$ cat src/rtl/prra_pkg.sv
`timescale 1ns / 1ps

package prra_pkg;

    localparam int PORTS_PER_MAC = 8;
    localparam int MAC_MAX       = 8;
    localparam int PORT_MAX      = 64;
    localparam int PORT_W        = 6;
    localparam int MAC_PTR_W     = 3;
    localparam int MODE_W        = 3;
    localparam int MODE_REGS     = 4;
    localparam int MODE_IDX_W    = 2;
    localparam int PORTS_PER_REG = 16;
    localparam int CFG_W         = 48;

    typedef logic [PORT_W-1:0]    t_port;
    typedef logic [MODE_W-1:0]    t_mode;
    typedef logic [MAC_PTR_W-1:0] t_mac;
    typedef logic [CFG_W-1:0]     t_cfg;

    localparam t_mode MODE_400G = 3'd7;
    localparam t_mode MODE_200G = 3'd6;
    localparam t_mode MODE_100G = 3'd5;

    localparam logic [7:0] MASK_400G = 8'hf8;
    localparam logic [7:0] MASK_200G = 8'hfc;
    localparam logic [7:0] MASK_100G = 8'hfe;
    localparam logic [7:0] MASK_NONE = 8'hff;

    // port index with the low bits cleared for wide speed modes
    function automatic t_port masked_port(input t_port port, input t_mode mode);
        logic [7:0] mask;
        unique case (mode)
            MODE_400G: mask = MASK_400G;
            MODE_200G: mask = MASK_200G;
            MODE_100G: mask = MASK_100G;
            default:   mask = MASK_NONE;
        endcase
        return port & mask[PORT_W-1:0];
    endfunction

endpackage

$ cat src/rtl/port_round_robin_arbiter.sv
// Two-level round-robin port arbiter. Each item on the input channel is a
// 64-bit vector of port-ready bits; each item on the output channel is the
// winner of that tick: the first eligible MAC, searched round robin from a
// stored MAC pointer, and inside it the lowest ready port, reported with its
// low index bits cleared according to its speed mode (400G, 200G, 100G). A
// port whose masked index equals the previous winner is passed over, so no
// port wins on two items in a row; an item with no winner returns an invalid
// result and clears that record. Ready bits at MACS*8 and up are ignored. The
// block takes one item every clock cycle unless the output stalls; the input
// register holds the item and the result register its winner, with the whole
// two-level scan and state update done in one pass between them. Speed modes
// are written through the register port (index 0..3, sixteen 3-bit modes per
// register); the user must do so only while no items are in flight (unchecked).
`timescale 1ns / 1ps

module port_round_robin_arbiter
    import prra_pkg::*;
#(
    parameter int MACS = 8
) (
    input  logic                  i_clk,
    input  logic                  i_rst_n,
    input  logic                  i_in_valid,
    output logic                  o_in_ready,
    input  logic [PORT_MAX-1:0]   i_port_ready,
    output logic                  o_out_valid,
    input  logic                  i_out_ready,
    output logic                  o_winner_valid,
    output logic [PORT_W-1:0]     o_winner_port,
    input  logic                  i_cfg_we,
    input  logic [MODE_IDX_W-1:0] i_cfg_index,
    input  logic [CFG_W-1:0]      i_cfg_data
);

    localparam int NUM_PORTS = MACS * PORTS_PER_MAC;
    localparam int CNT_W     = MAC_PTR_W + 1;

    t_cfg                r_mode [MODE_REGS];
    logic                r_in_valid;
    logic [PORT_MAX-1:0] r_ready;
    logic                r_out_valid;
    logic                r_win_valid;
    t_port               r_win_port;
    t_mac                r_ptr;
    logic                r_last_valid;
    t_port               r_last_port;

    logic                advance;
    t_port               masked   [PORT_MAX];
    logic [PORT_MAX-1:0] eligible;
    logic [MAC_MAX-1:0]  mac_hit;
    t_port               mac_win  [MAC_MAX];
    logic                n_found;
    t_mac                n_sel;
    t_port               n_port;
    t_mac                n_ptr;

    assign advance    = r_in_valid && (!r_out_valid || i_out_ready);
    assign o_in_ready = !r_in_valid || advance;

    // per-port eligibility
    always_comb begin
        for (int p = 0; p < PORT_MAX; p++) begin
            masked[p] = masked_port(PORT_W'(p),
                r_mode[p / PORTS_PER_REG][(p % PORTS_PER_REG) * MODE_W +: MODE_W]);
            eligible[p] = (p < NUM_PORTS) && r_ready[p]
                && !(r_last_valid && (masked[p] == r_last_port));
        end
    end

    // first eligible port inside each mac
    always_comb begin
        for (int m = 0; m < MAC_MAX; m++) begin
            mac_hit[m] = 1'b0;
            mac_win[m] = '0;
            for (int k = PORTS_PER_MAC - 1; k >= 0; k--) begin
                if (eligible[m * PORTS_PER_MAC + k]) begin
                    mac_hit[m] = 1'b1;
                    mac_win[m] = masked[m * PORTS_PER_MAC + k];
                end
            end
        end
    end

    // round-robin mac search from the pointer
    always_comb begin
        logic [CNT_W-1:0] idx;
        n_found = 1'b0;
        n_sel   = '0;
        for (int off = 0; off < MACS; off++) begin
            idx = {1'b0, r_ptr} + CNT_W'(off);
            if (idx >= CNT_W'(MACS)) begin
                idx = idx - CNT_W'(MACS);
            end
            if (!n_found && mac_hit[idx[MAC_PTR_W-1:0]]) begin
                n_found = 1'b1;
                n_sel   = idx[MAC_PTR_W-1:0];
            end
        end
        n_port = n_found ? mac_win[n_sel] : '0;
        if (!n_found) begin
            n_ptr = r_ptr;
        end else if (n_sel == MAC_PTR_W'(MACS - 1)) begin
            n_ptr = '0;
        end else begin
            n_ptr = n_sel + 1'b1;
        end
    end

    always_ff @(posedge i_clk) begin
        if (!i_rst_n) begin
            for (int r = 0; r < MODE_REGS; r++) begin
                r_mode[r] <= '0;
            end
        end else if (i_cfg_we) begin
            r_mode[i_cfg_index] <= i_cfg_data;
        end
    end

    always_ff @(posedge i_clk) begin
        if (!i_rst_n) begin
            r_in_valid   <= 1'b0;
            r_out_valid  <= 1'b0;
            r_ptr        <= '0;
            r_last_valid <= 1'b0;
            r_last_port  <= '0;
        end else begin
            if (o_in_ready) begin
                r_in_valid <= i_in_valid;
            end
            if (advance) begin
                r_out_valid  <= 1'b1;
                r_ptr        <= n_ptr;
                r_last_valid <= n_found;
                r_last_port  <= n_port;
            end else if (i_out_ready) begin
                r_out_valid <= 1'b0;
            end
        end
    end

    always_ff @(posedge i_clk) begin
        if (o_in_ready && i_in_valid) begin
            r_ready <= i_port_ready;
        end
        if (advance) begin
            r_win_valid <= n_found;
            r_win_port  <= n_port;
        end
    end

    assign o_out_valid    = r_out_valid;
    assign o_winner_valid = r_win_valid;
    assign o_winner_port  = r_win_port;

endmodule

$ cat config.mk
export PLATFORM = sky130hd
export DESIGN_NAME = port_round_robin_arbiter
export DESIGN_NICKNAME = d
export VERILOG_FILES = /design/src/rtl/prra_pkg.sv /design/src/rtl/port_round_robin_arbiter.sv
export SDC_FILE = /design/constraint.sdc
export NUM_CORES = 1
export LEC_CHECK = 0
export ABC_AREA = 1
export BUFFER_PORTS_ARGS = -buffer_cell sky130_fd_sc_hd__buf_4
export CAP_MARGIN = 10
export CORE_MARGIN = 2
export CORE_UTILIZATION = 30
export DETAILED_ROUTE_END_ITERATION = 7
export MAX_ROUTING_LAYER = met4
export PLACE_DENSITY = 0.42
export SLEW_MARGIN = 20
export SYNTH_ARGS = -nofsm -noshare
export SYNTH_HDL_FRONTEND = slang
export SYNTH_SLANG_ARGS = --single-unit
$ cat constraint.sdc
create_clock -name i_clk -period 4.8 [get_ports i_clk]
set_clock_uncertainty 0.15 [all_clocks]
set_input_delay 0.24 -clock i_clk [delete_from_list [all_inputs] [get_ports i_clk]]
set_output_delay 0.24 -clock i_clk [all_outputs]
set_load 0.01 [all_outputs]
==> results.json <==
{
  "status": "complete, no violations",
  "synth_edf_count": 231,
  "clock_sinks": 243,
  "die_h_um": 217,
  "crit_path_max_fanout": 8,
  "post-route-util": 0.389,
  "coreArea_um2": 44400,
  "ctsHtreeMaxLevel": 1,
  "routed_wirelength_mm": 48.0,
  "cts_root_buf": "clkbuf_16",
  "layout-drive-gt1-share": 0.138,
  "arrival_ps": 4680,
  "io_buffers": 119,
  "final_cell_count_no_fill": 2478,
  "layout_min_cycle_time_ps": 4370,
  "worst_pin_slew_ps": 912,
  "r2r_start": "r_last_port[5]",
  "rr_endpoint": "r_ptr[2]",
  "n_fill_cell": 4534,
  "cts_tree": "yes",
  "slowest_stage": "dfxtp_1",
  "min_to": "r_mode[1][18]",
  "initial_utilization": 0.305,
  "required_ps": 5100,
  "syn-cell-area_um2": 13600,
  "maxSlewViolCount": 0,
  "ys_seq_area_frac": 0.529,
  "leakage_nw": 7.37,
  "crit_buf_inv": 1,
  "rsz0062_at_grt": "no",
  "ff2ff_setup_slack_ps": 430,
  "path_clk_slew_ps": 60,
  "hold_class": "input pin to flip-flop",
  "drtPass1Iterations": 5,
  "power_density_nw_per_um2": 338,
  "grt_start_max_net_pins": 82,
  "gp_congestion": 0.915,
  "synth_flop_cell": "edfxtp_1",
  "synth_area_leaders": "edfxtp_1 51%, nand2_1 13%, nand3_1 8.0%, nor2_1 6.2%, inv_1 3.6%",
  "hold_slack_ps": 168,
  "cts_buffers": 30,
  "report.final.hold_viol_count": 0,
  "slew_headroom": 0.392,
  "vias": 12036,
  "start_kind": "flip-flop",
  "grtUsageTotal": 0.211,
  "ant_nets": 0,
  "path_class": "flip-flop to flip-flop",
  "yosys.cell_types.count": 51,
  "area_growth_pct": 27.3,
  "max_stage_delay_ps": 590,
  "grt_pass1_wl_mm": 71.6,
  "min_path_cells": 4,
  "clk_latency_ps": 620,
  "antenna_cells": 0,
  "post_cts_buffers": 0,
  "ys_warn_count": 0,
  "yosysTopAreaCell": "edfxtp_1",
  "total_power_mw": 5.83,
  "rows": 77,
  "synth_nets": 1754,
  "synth_top_area_share": 0.512,
  "max_clock_freq_mhz": 229,
  "placedCellCount": 2314,
  "syn_inst": 1631,
  "period_share": 0.911,
  "viasPerCell": 4.86,
  "min_from": "i_cfg_index[0]",
  "worstPathCellList": "inv_2 > nor2_2 > nand4_1 > o21ai_2 > nand2_1 > nor2_1 > nand3_1 > nand3_1 > nand3_2 > nand2_2 > nand3_1 > nand2_1 > nand2_1 > nor2_1 > nand3_1 > nor2_1 > nor2_1 > ha_1 > ha_1 > o21ai_0 > a21oi_1",
  "peakVddDrop_uv": 304,
  "tns_ps": 0,
  "r2r_cells": 21,
  "synthArstFlopShare": 0,
  "ys_ff_latch": 243,
  "setup_viol_count_final": 0,
  "critPathCaptureType": "flip-flop",
  "grt_overflow_total": 0,
  "io_pins": 128,
  "syn_avg_cell_area_um2": 8.31,
  "design.die.area_um2": 46900,
  "fp.dieW_um": 217,
  "post_drt_wl_per_cell_um": 19.4,
  "cts.path.max_buffers": 3,
  "antenna_found_initial": 0,
  "max_cap_violations": 0,
  "drc": 0,
  "hpwl_mm": 34.7,
  "grt_pass1_vias": 11464,
  "critPathTopFamily": "simple AND/OR/NAND/NOR gates",
  "drtIter0Drc": 934,
  "nNetsFinal": 1986
}
[Yosys cell counts, types with 2 or more instances]
library cell	n
buf_2	18
nor2_1	224
xor2_1	15
a211o_1	2
or2_2	2
nand2_1	467
o22ai_1	2
a21boi_1	2
o21ai_1	11
buf_4	5
nor2_2	15
nand4_1	28
edfxtp_1	231
nor2_8	2
o21ai_0	49
nand2_2	13
o2111ai_1	3
a21boi_0	2
a21oi_1	32
o21ai_2	4
ha_1	4
a32o_1	2
a31oi_1	10
inv_1	131
nor3_1	42
nand4_4	2
nand3b_1	3
inv_2	9
a311oi_1	4
o211ai_1	9
nand3_1	218
buf_6	6
nand3_2	3
nor2_4	5
dfxtp_1	12
o32ai_1	3
clkbuf_1	27
[cells in the final DEF (no fill, tap or decap), types with 30 or more instances in the layout]
master / n
o21ai_0: 48
dlygate4sd3_1: 109
nor2_1: 223
nor3_1: 42
nand2_1: 463
edfxtp_1: 231
clkbuf_16: 30
buf_4: 144
nand3_1: 218
inv_1: 130
a21oi_1: 32
[cells by family (layout without fill, tap and decap cells)]
logic type,count (synthesis),after routing,synth area share
AOI/OAI and AO/OA,143,143,0.0652
xor gates and xnor gates,16,16,0.0103
adders and majority gates,4,4,0.00369
buffers and inverters,199,454,0.0618
DFF,243,243,0.529
and+or+nand+nor,1026,1026,0.330
[worst register-to-register path: cells and delay by family (launching register included)]
family | cells | cell delay, ps
AO/OA/AOI/OAI | 3 | 480
AND/OR/NAND/NOR | 15 | 2470
buffers and inverters | 1 | 110
adder cells (fa/ha/maj) | 2 | 480
flip-flops | 1 | 590
[worst max path at each step]
| stage | from | end | slack, ps | cells past startpoint |
|---|---|---|---|---|
| finish | r_last_port[5] | r_ptr[2] | 430 | 21 |
| global route | r_last_port[5] | r_ptr[2] | 40 | 23 |
| CTS | r_last_port[0] | r_ptr[2] | 460 | 24 |
| detailed placement | r_last_port[0] | r_ptr[2] | 500 | 24 |
| global placement | r_last_valid | r_ptr[2] | 530 | 23 |
| floorplan | i_rst_n | r_mode[2][10] | 760 | 3 |
[registers in the layout, indices dropped and copies added (netlist names)]
register and flops:
r_last_port 6, o_winner_valid 1, r_last_valid 1, r_ready 64, r_ptr 3, r_in_valid 1, o_winner_port 6, r_mode 160
o_out_valid 1
[power by group]
part	total, mW	internal (mW)	switching [mW]	leakage (nW)
Sequential	2.59	2.49	0.0976	2.34
Clock	2.27	1.31	0.960	0.474
Combinational	0.974	0.343	0.631	4.55
Total	5.83	4.15	1.69	7.37
[routing by layer]
metal | up-vias | share of wire | GRT usage
met5 | - | 0 | -
met4 | 0 | 0.022 | 0.0493
met3 | 65 | 0.052 | 0.0278
met2 | 281 | 0.44 | 0.315
met1 | 5701 | 0.49 | 0.303
li1 | 5989 | - | -
[stage by stage]
step / setup WS (ps) / instance area, um^2
3_5_place_dp: 499 / 15200
3_3_place_gp: 530 / 15200
4_1_cts: 464 / 17300
5_1_grt: 38.2 / 17300
2_1_floorplan: 758 / 13600
6_report: 425 / 17300
[timing repair]
action                     in CTS  in global routing
setup endpoints to repair       0                  1
hold endpoints to repair      228                  0
resized for setup               0                  1
hold buffers                  109                  0
[cell type report]
type                            instances  area, um^2  share of cell area
Sequential cell                       243        7180               0.416
Multi-Input combinational cell       1189        5570               0.323
Timing Repair Buffer                  257        2250               0.130
Clock buffer                           37         777              0.0450
Tap cell                              592         741              0.0429
Inverter                              142         537              0.0311
Clock inverter                         18         203              0.0117
(Power assumes the default switching activity.)
